$ cat config.mk
export PLATFORM = sky130hd
export DESIGN_NAME = spectrum_magnitude_peak
export DESIGN_NICKNAME = d
export VERILOG_FILES = /design/src/rtl/smp_pkg.sv /design/src/rtl/smp_isqrt.sv /design/src/rtl/smp_level.sv /design/src/rtl/spectrum_magnitude_peak.sv
export SDC_FILE = /design/constraint.sdc
export NUM_CORES = 1
export LEC_CHECK = 0
export BUFFER_PORTS_ARGS = -buffer_cell sky130_fd_sc_hd__buf_2
export CAP_MARGIN = 30
export CORE_MARGIN = 2
export CORE_UTILIZATION = 35
export CTS_CLUSTER_SIZE = 20
export DETAILED_ROUTE_END_ITERATION = 8
export GPL_TIMING_DRIVEN = 0
export PLACE_DENSITY = 0.52
export SYNTH_ARGS = -nofsm -noshare
export SYNTH_HDL_FRONTEND = slang
export SYNTH_SLANG_ARGS = --single-unit
$ cat constraint.sdc
create_clock -name clk -period 14.7 [get_ports clk]
set_input_delay 1.47 -clock clk [delete_from_list [all_inputs] [get_ports clk]]
set_output_delay 1.47 -clock clk [all_outputs]
set_load 0.02 [all_outputs]
$ cat src/rtl/smp_pkg.sv
// Shared types and constants for the spectrum magnitude and peak block.
// No dependencies; every other file in rtl/ imports this package.
package smp_pkg;

	localparam int NUM_POINTS_DEF = 256;

	localparam int IN_W    = 16;
	localparam int RAD_W   = 34;            // 4*(re^2+im^2) fits below 2^34
	localparam int ROOT_W  = RAD_W / 2;     // one root bit per radicand bit pair
	localparam int REM_W   = ROOT_W + 3;
	localparam int SQ_STEPS = ROOT_W;

	localparam int MAG_W    = 17;
	localparam int LEVEL_W  = 8;
	localparam int PEAK_W   = 7;
	localparam int ZOOM_W   = 2;
	localparam logic [ZOOM_W-1:0] ZOOM_RESET = ZOOM_W'(1);

	// floor(mag/25) as (mag * ceil(2^22/25)) >> 22, exact for mag < 2^17
	localparam int LVL_DIV   = 25;
	localparam int LVL_SHIFT = 22;
	localparam int RECIP_W   = 18;
	localparam logic [RECIP_W-1:0] LVL_RECIP =
		RECIP_W'(((2 ** LVL_SHIFT) + LVL_DIV - 1) / LVL_DIV);
	localparam int PROD_W   = MAG_W + RECIP_W;
	localparam int QUO_W    = PROD_W - LVL_SHIFT;
	localparam int SCL_W    = QUO_W + ZOOM_W;
	localparam logic [LEVEL_W-1:0] LEVEL_MAX = LEVEL_W'(255);

	typedef struct packed {
		logic signed [IN_W-1:0] bin_real;
		logic signed [IN_W-1:0] bin_imag;
	} smp_in_t;

	typedef struct packed {
		logic [MAG_W-1:0]   magnitude;
		logic [LEVEL_W-1:0] display_level;
		logic [PEAK_W-1:0]  peak_index;
		logic               frame_end;
	} smp_out_t;

	typedef enum logic [2:0] {
		ST_IDLE,
		ST_PWR_RE,
		ST_PWR_IM,
		ST_ROOT_GO,
		ST_ROOT_WAIT,
		ST_LVL_WAIT,
		ST_WRITE
	} smp_state_t;

	// sequencer strobes to the arithmetic units, the output register and the input
	typedef struct packed {
		logic sq_start;
		logic lvl_start;
		logic load_out;
		logic in_ready;
	} smp_ctl_t;

endpackage

$ cat src/rtl/smp_isqrt.sv
// Iterative integer square root, one root bit per cycle (restoring method).
// Depends on smp_pkg for the radicand and root widths.
module smp_isqrt
	import smp_pkg::*;
(
	input  logic              clk,
	input  logic              arst_n,
	input  logic              start,
	input  logic [RAD_W-1:0]  radicand,
	output logic              done,
	output logic [ROOT_W-1:0] root
);

	localparam int CNT_W = $clog2(SQ_STEPS);

	logic [RAD_W-1:0]  rad_q;
	logic [REM_W-1:0]  rem_q;
	logic [ROOT_W-1:0] root_q;
	logic [CNT_W-1:0]  cnt_q;
	logic              busy_q;
	logic              done_q;

	logic [REM_W-1:0]  rem_sh;
	logic [REM_W-1:0]  trial;
	logic              fits;
	logic              last_step;

	// remainder stays below 2^(ROOT_W+1), so its top two bits can be shifted out
	assign rem_sh    = {rem_q[REM_W-3:0], rad_q[RAD_W-1 -: 2]};
	assign trial     = {1'b0, root_q, 2'b01};
	assign fits      = rem_sh >= trial;
	assign last_step = cnt_q == CNT_W'(SQ_STEPS - 1);

	always_ff @(posedge clk or negedge arst_n) begin
		if (!arst_n) begin
			busy_q <= 1'b0;
			done_q <= 1'b0;
			cnt_q  <= '0;
		end else begin
			done_q <= busy_q && last_step;
			if (start) begin
				busy_q <= 1'b1;
				cnt_q  <= '0;
			end else if (busy_q) begin
				cnt_q <= cnt_q + CNT_W'(1);
				if (last_step)
					busy_q <= 1'b0;
			end
		end
	end

	always_ff @(posedge clk) begin
		if (start) begin
			rad_q  <= radicand;
			rem_q  <= '0;
			root_q <= '0;
		end else if (busy_q) begin
			rad_q  <= {rad_q[RAD_W-3:0], 2'b00};
			rem_q  <= fits ? rem_sh - trial : rem_sh;
			root_q <= {root_q[ROOT_W-2:0], fits};
		end
	end

	assign done = done_q;
	assign root = root_q;

endmodule

$ cat src/rtl/smp_level.sv
// Display level: floor(magnitude/25) * zoom, saturated, over two stages.
// Depends on smp_pkg for the reciprocal constant and widths.
module smp_level
	import smp_pkg::*;
(
	input  logic               clk,
	input  logic               arst_n,
	input  logic               start,
	input  logic [MAG_W-1:0]   mag,
	input  logic [ZOOM_W-1:0]  zoom,
	output logic               done,
	output logic [LEVEL_W-1:0] level
);

	logic [PROD_W-1:0]  prod_s1;
	logic               v_s1;
	logic [LEVEL_W-1:0] level_s2;
	logic               v_s2;

	logic [QUO_W-1:0]   quo;
	logic [SCL_W-1:0]   scaled;

	assign quo    = prod_s1[PROD_W-1:LVL_SHIFT];
	assign scaled = SCL_W'(quo) * SCL_W'(zoom);

	always_ff @(posedge clk or negedge arst_n) begin
		if (!arst_n) begin
			v_s1 <= 1'b0;
			v_s2 <= 1'b0;
		end else begin
			v_s1 <= start;
			v_s2 <= v_s1;
		end
	end

	always_ff @(posedge clk) begin
		if (start)
			prod_s1 <= PROD_W'(mag) * PROD_W'(LVL_RECIP);
		if (v_s1)
			level_s2 <= (scaled > SCL_W'(LEVEL_MAX)) ? LEVEL_MAX : scaled[LEVEL_W-1:0];
	end

	assign done  = v_s2;
	assign level = level_s2;

endmodule

$ cat src/rtl/spectrum_magnitude_peak.sv
// Spectrum magnitude and peak detector: top level with sequencer and frame tracking.
// Depends on smp_pkg, smp_isqrt and smp_level.

// Bins of one frame (NUM_POINTS/2 of them) arrive in order, one transaction per bin.
// Bin 0 gives floor(sqrt(re^2+im^2)), every other bin the doubled magnitude
// floor(sqrt(4*(re^2+im^2))); each result also carries floor(magnitude/25)*zoom
// saturated to 255, and on the frame's last bin the index (low 7 bits) of the
// first bin with the largest magnitude. From acceptance until in_ready returns a
// bin passes through squaring of re and then im on one shared multiplier, a state
// that starts the root, the 17-step bit-serial square root and its registered done
// flag, the level pipeline and the load of the output register; only then can the
// next bin be accepted, so one bin is in flight at a time. The output register holds
// a result while the next bin is worked on; the block waits before loading only if
// that result is still untaken. zoom (cfg_wdata) resets to 1; the user must see that it is
// written only while no bin is in flight, since the block itself does not enforce this.
module spectrum_magnitude_peak
	import smp_pkg::*;
#(
	parameter int NUM_POINTS = NUM_POINTS_DEF
) (
	input  logic              clk,
	input  logic              arst_n,
	input  logic              cfg_wen,
	input  logic [ZOOM_W-1:0] cfg_wdata,
	input  logic              in_valid,
	output logic              in_ready,
	input  smp_in_t           in_data,
	output logic              out_valid,
	input  logic              out_ready,
	output smp_out_t          out_data
);

	localparam int BINS  = NUM_POINTS / 2;
	localparam int POS_W = (BINS > 1) ? $clog2(BINS) : 1;
	localparam logic [POS_W-1:0] LAST_POS = POS_W'(BINS - 1);

	smp_state_t state_q, state_d;
	smp_ctl_t   ctl;

	logic [ZOOM_W-1:0]      zoom_q;
	logic signed [IN_W-1:0] re_q;
	logic signed [IN_W-1:0] im_q;
	logic [31:0]            pwr_q;
	logic [POS_W-1:0]       pos_q;
	logic [MAG_W-1:0]       best_mag_q;
	logic [POS_W-1:0]       best_pos_q;
	logic                   out_valid_q;
	smp_out_t               out_q;

	logic signed [IN_W-1:0] mul_op;
	logic signed [31:0]     sq_prod;
	logic [RAD_W-1:0]       radicand;
	logic                   sq_done;
	logic [ROOT_W-1:0]      root;
	logic                   lvl_done;
	logic [LEVEL_W-1:0]     level;
	logic                   out_free;
	logic                   bigger;
	logic [POS_W-1:0]       peak_pos;
	logic                   frame_end;

	// one multiplier shared by both squares
	assign mul_op   = (state_q == ST_PWR_RE) ? re_q : im_q;
	assign sq_prod  = mul_op * mul_op;
	assign radicand = (pos_q == '0) ? {2'b00, pwr_q} : {pwr_q, 2'b00};

	smp_isqrt u_isqrt (
		.clk      (clk),
		.arst_n   (arst_n),
		.start    (ctl.sq_start),
		.radicand (radicand),
		.done     (sq_done),
		.root     (root)
	);

	smp_level u_level (
		.clk    (clk),
		.arst_n (arst_n),
		.start  (ctl.lvl_start),
		.mag    (root),
		.zoom   (zoom_q),
		.done   (lvl_done),
		.level  (level)
	);

	assign out_free = !out_valid_q || out_ready;

	always_comb begin
		state_d = state_q;
		unique case (state_q)
			ST_IDLE:      if (in_valid) state_d = ST_PWR_RE;
			ST_PWR_RE:    state_d = ST_PWR_IM;
			ST_PWR_IM:    state_d = ST_ROOT_GO;
			ST_ROOT_GO:   state_d = ST_ROOT_WAIT;
			ST_ROOT_WAIT: if (sq_done) state_d = ST_LVL_WAIT;
			ST_LVL_WAIT:  if (lvl_done) state_d = ST_WRITE;
			ST_WRITE:     if (out_free) state_d = ST_IDLE;
			default:      state_d = ST_IDLE;
		endcase
	end

	always_comb begin
		ctl.in_ready  = state_q == ST_IDLE;
		ctl.sq_start  = state_q == ST_ROOT_GO;
		ctl.lvl_start = (state_q == ST_ROOT_WAIT) && sq_done;
		ctl.load_out  = (state_q == ST_WRITE) && out_free;
	end

	// strictly greater replaces, so ties keep the earlier bin
	assign bigger    = root > best_mag_q;
	assign peak_pos  = bigger ? pos_q : best_pos_q;
	assign frame_end = pos_q >= LAST_POS;

	always_ff @(posedge clk or negedge arst_n) begin
		if (!arst_n) begin
			state_q     <= ST_IDLE;
			zoom_q      <= ZOOM_RESET;
			pos_q       <= '0;
			best_mag_q  <= '0;
			best_pos_q  <= '0;
			out_valid_q <= 1'b0;
		end else begin
			state_q <= state_d;
			if (cfg_wen)
				zoom_q <= cfg_wdata;
			if (ctl.load_out) begin
				out_valid_q <= 1'b1;
				if (frame_end) begin
					pos_q      <= '0;
					best_mag_q <= '0;
					best_pos_q <= '0;
				end else begin
					pos_q <= pos_q + POS_W'(1);
					if (bigger) begin
						best_mag_q <= root;
						best_pos_q <= pos_q;
					end
				end
			end else if (out_ready) begin
				out_valid_q <= 1'b0;
			end
		end
	end

	always_ff @(posedge clk) begin
		if (ctl.in_ready && in_valid) begin
			re_q <= in_data.bin_real;
			im_q <= in_data.bin_imag;
		end
		if (state_q == ST_PWR_RE)
			pwr_q <= unsigned'(sq_prod);
		else if (state_q == ST_PWR_IM)
			pwr_q <= pwr_q + unsigned'(sq_prod);
		if (ctl.load_out) begin
			out_q.magnitude     <= root;
			out_q.display_level <= level;
			out_q.peak_index    <= frame_end ? PEAK_W'(peak_pos) : '0;
			out_q.frame_end     <= frame_end;
		end
	end

	assign in_ready  = ctl.in_ready;
	assign out_valid = out_valid_q;
	assign out_data  = out_q;

	// one bin in flight at a time
	a_one_in_flight: assert property (@(posedge clk) disable iff (!arst_n)
		(in_valid && in_ready) |=> !in_ready)
		else $error("input accepted while a bin is in flight");

	a_peak_only_at_end: assert property (@(posedge clk) disable iff (!arst_n)
		(out_valid && !out_data.frame_end) |-> (out_data.peak_index == '0))
		else $error("peak index set outside the frame's last bin");

	a_root_done_in_wait: assert property (@(posedge clk) disable iff (!arst_n)
		sq_done |-> (state_q == ST_ROOT_WAIT))
		else $error("square root finished outside its wait state");

	a_no_overwrite: assert property (@(posedge clk) disable iff (!arst_n)
		(out_valid && !out_ready) |-> !ctl.load_out)
		else $error("output register reloaded before its transaction");

endmodule
==> summary.md, run 1 <==
| Metric | Value |
|---|---|
| Gpl congestion | `0.9006` |
| Vias | `between 15000 and 20000` |
| Async SR Flop Fraction | `19.74%` |
| Worst path required time | `between 15 and 20 ns` |
| Syn Area/Cell | `about 9.9 um^2` |
| Final hold vios | `0` |
| Site row count | `100` |
| CP Class | `flop to flop` |
| CP peak stage delay | `approximately 0.79 ns` |
| Num CTS Buffers | `31` |
| Mapped cell area | `26450 um^2` |
| R2R cell count | `38` |
| Gr ovfl total | `0` |
| Part of the Yosys area used for sequential elements | `between 20% and 30%` |
| Global-route wire length before repair | `approximately 100000 um` |
| EDFF count, synth | `152` |
| Post-CTS setup buffer count | `0` |
| Hold_ws | `0.4205 ns` |
| Total number of cells along the worst setup path | `38` |
| Largest net degree at the start of global routing | `41` |
| Total wire length | `around 64000 um` |
| Core area | `74570 um^2` |
| Post-Syn Nets | `around 3400` |
| Fmax | `about 0.086 GHz` |
| Hold path depth | `0` |
| Final worst-path cycle share | `between 70% and 80%` |
| Worst slew pin tran | `just over 0.9 ns` |
| Final setup violation count | `0` |
| DRT Pass-1 Iters | `5` |
| Antenna Cells | `0` |
| Nets | `3474` |
| Startpoint type of the worst setup path | `flop` |
| Main synth FF type | `edfxtp_1` |
| I/O pin cnt | `74` |
| Crit-path leading delay family | `adder cells` |
| Setup TNS | `0 ns` |
| Overall Global Routing Usage | `about 17%` |
| CTS tree | `built` |
| Max-cap violations | `0` |
| Pins Over Slew Limit | `0` |
| Cts repair resizes | `0` |
| Vias per cell | `~4.9` |
| #FFs+latches synth | `approximately 230` |
| Area of the die | `between 70000 and 80000 um^2` |
| DP Wirelength | `52360 um` |
| Antenna Nets Post-Route | `0` |
| CP Max Fanout | `10` |
| H-Tree Depth | `1` |
| Die height | `278.9 um` |
| Vias in the first global route | `a little over 20000` |
| RSZ-0062 raised after global routing | `false` |
| Initial antenna violation count | `2` |
| Layout cells sized above 1 | `~6.5%` |
| Initial core utilization | `approximately 35%` |
| Critical path's slowest cell | `mux2i_1` |
| CTS Sinks | `between 200 and 250` |
| Wire per inst | `around 17 um` |
| CP endpoint kind | `flop` |
| Root buffer cell | `clkbuf_16` |
| DR iter-0 viols | `1001` |
| Worst hold path type | `flop to flop` |
| Clk_skew | `about 0.014 ns` |
| Pre-CTS setup slack | `between 3 and 4 ns` |
| DIE WIDTH | `278.9 um` |
| Layout fillers | `approximately 7300` |
| Max transition margin | `a little under two fifths` |
| Core Util, Final | `about two fifths` |
| CTS Hold Bufs | `0` |
| Critical Path AT | `11.93 ns` |
| Outcome | `complete, no violations` |
| Clk_lat worst skew | `about 0.60 ns` |
| Netlist cell types | `between 70 and 80` |
| DRC Markers | `0` |
| Layout area overhead | `10.56%` |
| YS warnings | `0` |
| CTS max path bufs | `3` |
| Min Tclk post-route | `about 12 ns` |
| CTS clk-pin slew, worst paths | `0.06 ns` |
| Setup ws final | `3.125 ns` |
| Mapped Cells | `~2700` |
| IO buf count | `73` |
| Buf/Inv on CP | `11` |
## final cells by class
cell class | instances | area (um^2) | area share, %
Multi-Input combinational cell | 1790 | 17620 | 60.28
Sequential cell | 233 | 6417 | 21.95
Inverter | 576 | 2162 | 7.395
Tap cell | 969 | 1212 | 4.147
Clock buffer | 35 | 810.8 | 2.773
Timing Repair Buffer | 83 | 509.2 | 1.742
Buffer | 62 | 257.7 | 0.8815
Clock inverter | 23 | 244.0 | 0.8345
## kinds of logic (layout without fill, tap and decap cells)
family                     count (synthesis)  count (layout)  synth area share, %
AOI/OAI and AO/OA                        407             407                10.09
xor gates and xnor gates                  94              94                3.113
adders and majority gates                658             658                40.98
buffers and inverters                    638             779                9.150
DFF                                      233             233                24.27
muxes                                     77              77                2.948
and+or+nand+nor                          554             554                9.448
## through the flow
stage / std cells / instance area (um^2)
2_1_floorplan: 2661 / 26450
3_3_place_gp: 3703 / 28020
3_5_place_dp: 3713 / 28180
4_1_cts: 3771 / 29240
5_1_grt: 3771 / 29240
6_report: 3771 / 29240
## path summary, 6_finish.rpt
check                                 start            end  slack [ns]
max reg2reg                      state_q[0]      pwr_q[31]        3.13
min reg2reg                u_level.level[3]   out_data[11]        0.42
min in group asynchronous            arst_n  best_mag_q[4]        0.76
min                        u_level.level[3]   out_data[11]        0.42
max in group asynchronous            arst_n       pos_q[2]       13.41
max                              state_q[0]      pwr_q[31]        3.13
## layer usage
metal | global-route usage, % | vias to the layer above | wire (um)
met2 | 29.82 | 296 | 31270
li1 | - | 8877 | -
met4 | 4.494 | 0 | 1705
met5 | 0 | - | 0
met3 | 2.075 | 95 | 2118
met1 | 21.40 | 9098 | 28530
## registers in the layout, summed over array words and instances, names as in the netlist, 2 cells and up
| register | count |
|---|---|
| u_isqrt.root | 17 |
| u_isqrt.rad_q | 34 |
| out_data | 33 |
| u_level.prod_s1 | 13 |
| u_isqrt.cnt_q | 5 |
| u_level.level | 8 |
| state_q | 3 |
| u_isqrt.rem_q | 18 |
| re_q | 16 |
| im_q | 16 |
| zoom_q | 2 |
| best_pos_q | 7 |
| best_mag_q | 17 |
| pos_q | 7 |
| pwr_q | 32 |
## cells in the final DEF, fill, tap and decap left out, drive strengths merged, types with 5 or more instances in the layout
cell type  instances
nand4             18
edfxtp           152
o22ai              6
ha               311
xnor2             68
a21oi            121
dfrtp             45
mux2               7
mux2i             70
a22o              26
inv              574
a21o              48
o21ai            110
o31ai              7
nor2             164
o21bai            11
a31oi             13
o21a              18
nand3             25
fa               347
or4                6
and2              33
nand2            216
nand3b             5
buf               97
dfxtp             35
and3               7
clkbuf            83
nor3              30
clkinv            19
nand2b            14
nor2b             10
xor2              26
a211oi            13
or3               10
## Yosys cell counts (4+ instances only)
cell	n	area share [%]
inv_1	570	8.1
fa_1	347	26
ha_1	311	15
nand2_1	216	3.1
nor2_1	164	2.3
edfxtp_1	152	17
a21oi_1	119	2.3
o21ai_0	104	2.0
mux2i_1	70	2.6
xnor2_1	68	2.3
a21o_1	48	1.4
clkbuf_1	48	0.68
dfrtp_1	45	4.3
dfxtp_1	35	2.6
and2_1	31	0.73
nor3_1	30	0.57
a22o_1	26	0.86
xor2_1	26	0.86
nand3_1	24	0.45
nand4_1	18	0.43
o21a_1	18	0.51
nand2b_1	14	0.33
a211oi_1	12	0.34
a31oi_1	11	0.26
o21bai_1	11	0.31
nor2b_1	9	0.21
or3_1	9	0.21
buf_2	8	0.15
and3_1	7	0.17
mux2_2	7	0.30
clkinv_1	6	0.085
o31ai_1	6	0.17
or4_1	6	0.17
nand3b_1	5	0.14
buf_1	4	0.057
o22ai_1	4	0.095
or2_2	4	0.095
Power of run 1 is not shown: default switching activity piles up to over one toggle a cycle in this logic, so the estimate is an artifact.
==> run 2, diff against run 1 <==
--- a/config.mk
+++ b/config.mk
@@ -12,7 +12,7 @@
 export CTS_CLUSTER_SIZE = 20
 export DETAILED_ROUTE_END_ITERATION = 8
 export GPL_TIMING_DRIVEN = 0
-export PLACE_DENSITY = 0.52
+export PLACE_DENSITY = 0.54
 export SYNTH_ARGS = -nofsm -noshare
 export SYNTH_HDL_FRONTEND = slang
 export SYNTH_SLANG_ARGS = --single-unit
==> constraint.sdc (replaced) <==
create_clock -name clk -period 10.2 [get_ports clk]
set_input_delay 1.02 -clock clk [delete_from_list [all_inputs] [get_ports clk]]
set_output_delay 1.02 -clock clk [all_outputs]
set_load 0.02 [all_outputs]
==> run 2 against run 1 <==
Sequential share of layout area fell by 0.19 points. Global-route usage shrank 0.32 points. Utilization is 0.35 points higher. Count of clock-buffer cells in the layout is 4 higher. Die area stayed put. First-iteration DRC count up 0.30%. Non-clock buffer count increased by 1. Final cell count about the same. Sequential cell count unchanged.
==> summary.md, run 2 (synthesis results as in run 1) <==
| Metric | Value |
|---|---|
| Outcome | `complete, no violations` |
| Critical path's slowest cell | `or4_1` |
| Area of the die | `77770 um^2 (unchanged)` |
| Nets | `3475 (+0.029%)` |
| Commonest non-fill, non-tap cells in the layout | `inv_1, fa_1, ha_1` |
| Antenna Nets Post-Route | `0 (unchanged)` |
| Initial core utilization | `35.46% (unchanged)` |
| IO buf count | `73 (unchanged)` |
| CTS tree | `built` |
| Largest net degree at the start of global routing | `41 (unchanged)` |
| Layout area overhead | `11.54%` |
| DP Wirelength | `51600 um (-1.5%)` |
| Worst slew pin tran | `0.9253 ns (+0.002421 ns)` |
| H-Tree Depth | `1 (unchanged)` |
| Layout fillers | `7305 (-0.59%)` |
| Buf/Inv on CP | `9 (-2)` |
| Final hold vios | `0 (unchanged)` |
| Core Util, Final | `39.56% (+0.35 points)` |
| Most common cell on crit path | `fa_1` |
| Die height | `278.9 um (unchanged)` |
| Worst hold path type | `input port to async pin` |
| Site row count | `100 (unchanged)` |
| Vias in the first global route | `19930 (-0.89%)` |
| DRC Markers | `0 (unchanged)` |
| CP endpoint kind | `flop` |
| CP peak stage delay | `0.60 ns (-0.19 ns)` |
| Gpl congestion | `0.8853 (-1.7%)` |
| Wire per inst | `16.72 um (-0.89%)` |
| Final setup violation count | `0 (unchanged)` |
| Area of the multi-input gates | `17750 um^2 (+0.74%)` |
| Clk_lat worst skew | `0.60 ns (about the same)` |
| Max transition margin | `38.22% (+1.5 points)` |
| Vias | `18510 (+0.79%)` |
| Fmax | `0.1021 GHz (+18%)` |
| DR iter-0 viols | `1004 (+0.30%)` |
| CP Class | `flop to flop` |
| Root buffer cell | `clkbuf_16` |
| Layout cells sized above 1 | `8.241% (+1.7 points)` |
| CP Max Fanout | `10 (unchanged)` |
| Setup TNS | `0 ns (unchanged)` |
| Placed insts | `3711 (-0.054%)` |
| DRT Pass-1 Iters | `5 (unchanged)` |
| Clk_skew | `0.01949 ns (+0.005709 ns)` |
| Worst path required time | `10.55 ns (-4.50 ns)` |
| Global-route wire length before repair | `103100 um (-1.4%)` |
| Startpoint type of the worst setup path | `flop` |
| Hold_ws | `0.3190 ns (-0.1016 ns)` |
| Largest register FFs | `34 (unchanged)` |
| Critical Path AT | `10.15 ns (-1.78 ns)` |
| CTS clk-pin slew, worst paths | `0.06 ns (about the same)` |
| Final Non-Filler Cells | `3772 (+0.027%)` |
| Pins Over Slew Limit | `0 (unchanged)` |
| Gr ovfl total | `0 (unchanged)` |
| Min Tclk post-route | `9.797 ns (-1.778 ns)` |
| Largest register by flop count | `u_isqrt.rad_q` |
| Crit-path leading delay family | `adder cells` |
| Vias per cell | `4.908 (+0.77%)` |
| CTS max path bufs | `3 (unchanged)` |
| CTS Sinks | `233 (unchanged)` |
| Most common cell after layout, fill and taps aside | `inv_1` |
| Initial antenna violation count | `1 (-1)` |
| Num CTS Buffers | `31 (unchanged)` |
| I/O pin cnt | `74 (unchanged)` |
| Final worst-path cycle share | `96.05% (+17 points)` |
| Overall Global Routing Usage | `16.43% (-0.32 points)` |
| Register area | `6417 um^2 (unchanged)` |
| Total wire length | `63080 um (-0.86%)` |
| Core area | `74570 um^2 (unchanged)` |
| Antenna Cells | `0 (unchanged)` |
| DIE WIDTH | `278.9 um (unchanged)` |
| Max-cap violations | `0 (unchanged)` |
==> run 2: timing repair <==
item / in CTS / in global routing
setup buffers: 1 / 4
pin swaps: 0 / 3
endpoints found under the setup margin: 10 / 6
hold buffers: 0 / 0
resized for setup: 33 / 30
==> run 2: final cells by class <==
class | instances | share of cell area [%]
clock inverter | 19 | 0.7041
buffer | 60 | 0.9968
tap | 969 | 4.110
inverter | 576 | 7.364
timing repair buffer | 86 | 1.718
clock buffer | 39 | 3.160
sequential | 233 | 21.76
multi-input combinational | 1790 | 60.19
==> run 2: through the flow <==
step           instance area (um^2)  setup slack, ns
6_report                      29500           0.4031
5_1_grt                       29500       -0.0006297
4_1_cts                       29380         0.009622
3_5_place_dp                  28140           -1.535
3_3_place_gp                  28020           -1.445
2_1_floorplan                 26450           0.7018
==> run 2: worst paths after layout <==
| path | from | endpoint | slack, ns | depth (start not counted) |
|---|---|---|---|---|
| min in group clk | u_level.level[4] | out_data[12] | 0.42 | 0 |
| max in group asynchronous | arst_n | best_pos_q[1] | 9.36 | 2 |
| max | state_q[2] | pwr_q[31] | 0.40 | 37 |
| max reg2reg | state_q[2] | pwr_q[31] | 0.40 | 37 |
| min | arst_n | best_mag_q[2] | 0.32 | 1 |
| min reg2reg | u_level.level[4] | out_data[12] | 0.42 | 0 |
==> run 2: routing by layer <==
layer / track usage, % / vias to the layer above / part of all wire, %
met4: 4.398 / 2 / 2.8
met5: 0 / - / 0.017
met3: 1.874 / 117 / 3.8
met1: 20.84 / 9165 / 44
li1: - / 8857 / -
met2: 29.56 / 371 / 49
Power of run 2 is left out for the same reason.
==> run 3, diff against run 2 <==
--- a/config.mk
+++ b/config.mk
@@ -5,14 +5,14 @@
 export SDC_FILE = /design/constraint.sdc
 export NUM_CORES = 1
 export LEC_CHECK = 0
-export BUFFER_PORTS_ARGS = -buffer_cell sky130_fd_sc_hd__buf_2
+export BUFFER_PORTS_ARGS = -buffer_cell sky130_fd_sc_hd__buf_4
 export CAP_MARGIN = 30
 export CORE_MARGIN = 2
-export CORE_UTILIZATION = 35
+export CORE_UTILIZATION = 55
 export CTS_CLUSTER_SIZE = 20
 export DETAILED_ROUTE_END_ITERATION = 8
 export GPL_TIMING_DRIVEN = 0
-export PLACE_DENSITY = 0.54
+export PLACE_DENSITY = 0.76
 export SYNTH_ARGS = -nofsm -noshare
 export SYNTH_HDL_FRONTEND = slang
 export SYNTH_SLANG_ARGS = --single-unit
==> run 3 against run 2 <==
Utilization increased by 22 points. Routed wire length decreased by 3.7%. Count of clock-buffer cells in the layout decreased by 3. Worst hold slack improved by 0.10 ns. Global-route usage increased by 8.7 points. Register-to-register slack got worse by 0.03 ns. Critical path depth increased by 1. First-iteration DRC count increased by 11%. Setup slack got worse by 0.031 ns. Die area decreased by 36%. Via count increased by 1.8%. Sequential cell count unchanged. Critical path type unchanged.
==> summary.md, run 3 (synthesis results as in run 1) <==
| Metric | Value |
|---|---|
| Outcome | `complete, no violations` |
| Final worst-path cycle share | `96.35% (+0.30 points)` |
| Vias | `18840 (+1.8%)` |
| Global-route wire length before repair | `100500 um (-2.5%)` |
| Largest net degree at the start of global routing | `47 (+15%)` |
| Vias in the first global route | `20720 (+4.0%)` |
| Worst slew pin tran | `1.026 ns (+0.1005 ns)` |
| Worst hold path type | `flop to flop` |
| Gpl congestion | `0.9298 (+5.0%)` |
| Area of the die | `49850 um^2 (-36%)` |
| Layout cells sized above 1 | `7.868% (-0.37 points)` |
| Critical Path AT | `10.15 ns (about the same)` |
| Critical path's slowest cell | `fa_2` |
| Layout fillers | `3855 (-47%)` |
| IO buf count | `73 (unchanged)` |
| Register area | `6417 um^2 (unchanged)` |
| CP endpoint kind | `flop` |
| H-Tree Depth | `1 (unchanged)` |
| Min Tclk post-route | `9.828 ns (+0.03094 ns)` |
| CTS clk-pin slew, worst paths | `0.06 ns (about the same)` |
| Initial core utilization | `55.50% (+20 points)` |
| Wire per inst | `17.80 um (+6.4%)` |
| Final hold vios | `0 (unchanged)` |
| Total wire length | `60720 um (-3.7%)` |
| Largest register FFs | `34 (unchanged)` |
| Antenna Nets Post-Route | `0 (unchanged)` |
| Gr ovfl total | `0 (unchanged)` |
| Layout area overhead | `10.36%` |
| Max-cap violations | `0 (unchanged)` |
| Setup TNS | `0 ns (unchanged)` |
| Most common cell after layout, fill and taps aside | `inv_1` |
| CP peak stage delay | `0.65 ns (+0.05 ns)` |
| CTS Sinks | `233 (unchanged)` |
| CP Max Fanout | `10 (unchanged)` |
| I/O pin cnt | `74 (unchanged)` |
| Core Util, Final | `61.26% (+22 points)` |
| Nets | `3470 (-0.14%)` |
| Clk_lat worst skew | `0.58 ns (-0.02 ns)` |
| Startpoint type of the worst setup path | `flop` |
| Overall Global Routing Usage | `25.13% (+8.7 points)` |
| Fmax | `0.1018 GHz (-0.31%)` |
| Max transition margin | `29.65% (-8.6 points)` |
| Num CTS Buffers | `29 (-6.5%)` |
| Most common cell on crit path | `inv_1` |
| CTS max path bufs | `3 (unchanged)` |
| Root buffer cell | `clkbuf_16` |
| Vias per cell | `5.522 (+13%)` |
| DIE WIDTH | `223.3 um (-20%)` |
| Antenna Cells | `0 (unchanged)` |
| DP Wirelength | `49400 um (-4.3%)` |
| DR iter-0 viols | `1112 (+11%)` |
| CP Class | `flop to flop` |
| Largest register by flop count | `u_isqrt.rad_q` |
| Clk_skew | `0.01428 ns (-0.005205 ns)` |
| CTS tree | `built` |
| Worst path required time | `10.53 ns (-0.02 ns)` |
| DRC Markers | `0 (unchanged)` |
| Initial antenna violation count | `0 (-1)` |
| DRT Pass-1 Iters | `5 (unchanged)` |
| Pins Over Slew Limit | `0 (unchanged)` |
| Site row count | `80 (-20%)` |
| Final setup violation count | `0 (unchanged)` |
| Area of the multi-input gates | `17760 um^2 (about the same)` |
| Die height | `223.3 um (-20%)` |
| Core area | `47650 um^2 (-36%)` |
| Commonest non-fill, non-tap cells in the layout | `inv_1, fa_1, ha_1` |
[run 3: cell count changes in the layout (fill, tap and decap cells not counted), sizes merged]
cell / change
clkinvlp: -2
buf: -4
inv: +1
clkbuf: -2
clkinv: -7
bufinv: +7
[run 3: timing repair]
item                       CTS  global route
pin swaps                    0             4
hold buffers                 0             0
setup endpoints to repair    8             6
cloned                       0             0
setup buffers                1             4
resized for setup           31            37
[run 3: path summary, 6_finish.rpt]
| check | slack (ns) | to | cells past startpoint | from |
|---|---|---|---|---|
| max | 0.37 | pwr_q[31] | 38 | state_q[2] |
| min | 0.42 | out_data[10] | 0 | u_level.level[2] |
| max reg2reg | 0.37 | pwr_q[31] | 38 | state_q[2] |
| min reg2reg | 0.42 | out_data[10] | 0 | u_level.level[2] |
| max in group asynchronous | 9.32 | best_pos_q[4] | 1 | arst_n |
| min in group asynchronous | 0.44 | zoom_q[1] | 1 | arst_n |
[run 3: worst max-delay path, delay by kind of cell (launching register included)]
kind | cells | cell delay [ns]
xor gates and xnor gates | 1 | 0.07
adders and majority gates | 8 | 3.83
muxes | 1 | 0.23
AOI/OAI and AO/OA | 11 | 2.02
buffers and inverters | 12 | 1.64
and+or+nand+nor | 5 | 1.35
DFF | 1 | 0.36
[run 3: cell type report]
class | count | share of cell area [%]
Buffer | 60 | 0.9946
Timing Repair Buffer | 83 | 2.216
Sequential cell | 233 | 21.99
Clock inverter | 18 | 1.252
Multi-Input combinational cell | 1790 | 60.85
Inverter | 576 | 7.447
Tap cell | 615 | 2.637
Clock buffer | 36 | 2.611
[run 3: stage by stage]
stage	instance area, um^2	worst slack, ns	hold WS (ns)	cells
after detailed placement	27840	-1.254	0.4071	3354
after floorplan	26450	0.7018	0.4003	2661
after global routing	29190	-0.05132	0.4247	3411
after CTS	29050	0.04057	0.4219	3408
final	29190	0.3722	0.4214	3411
after global placement	27760	-1.213	0.4002	3349
[run 3: layer usage]
layer	global-route usage, %	wire (um)	vias to the layer above
li1	-	-	8860
met1	30.07	24510	9281
met2	45.35	30530	527
met3	3.595	3052	169
met4	10.62	2622	0
met5	0	0	-
Power of run 3 is left out for the same reason.
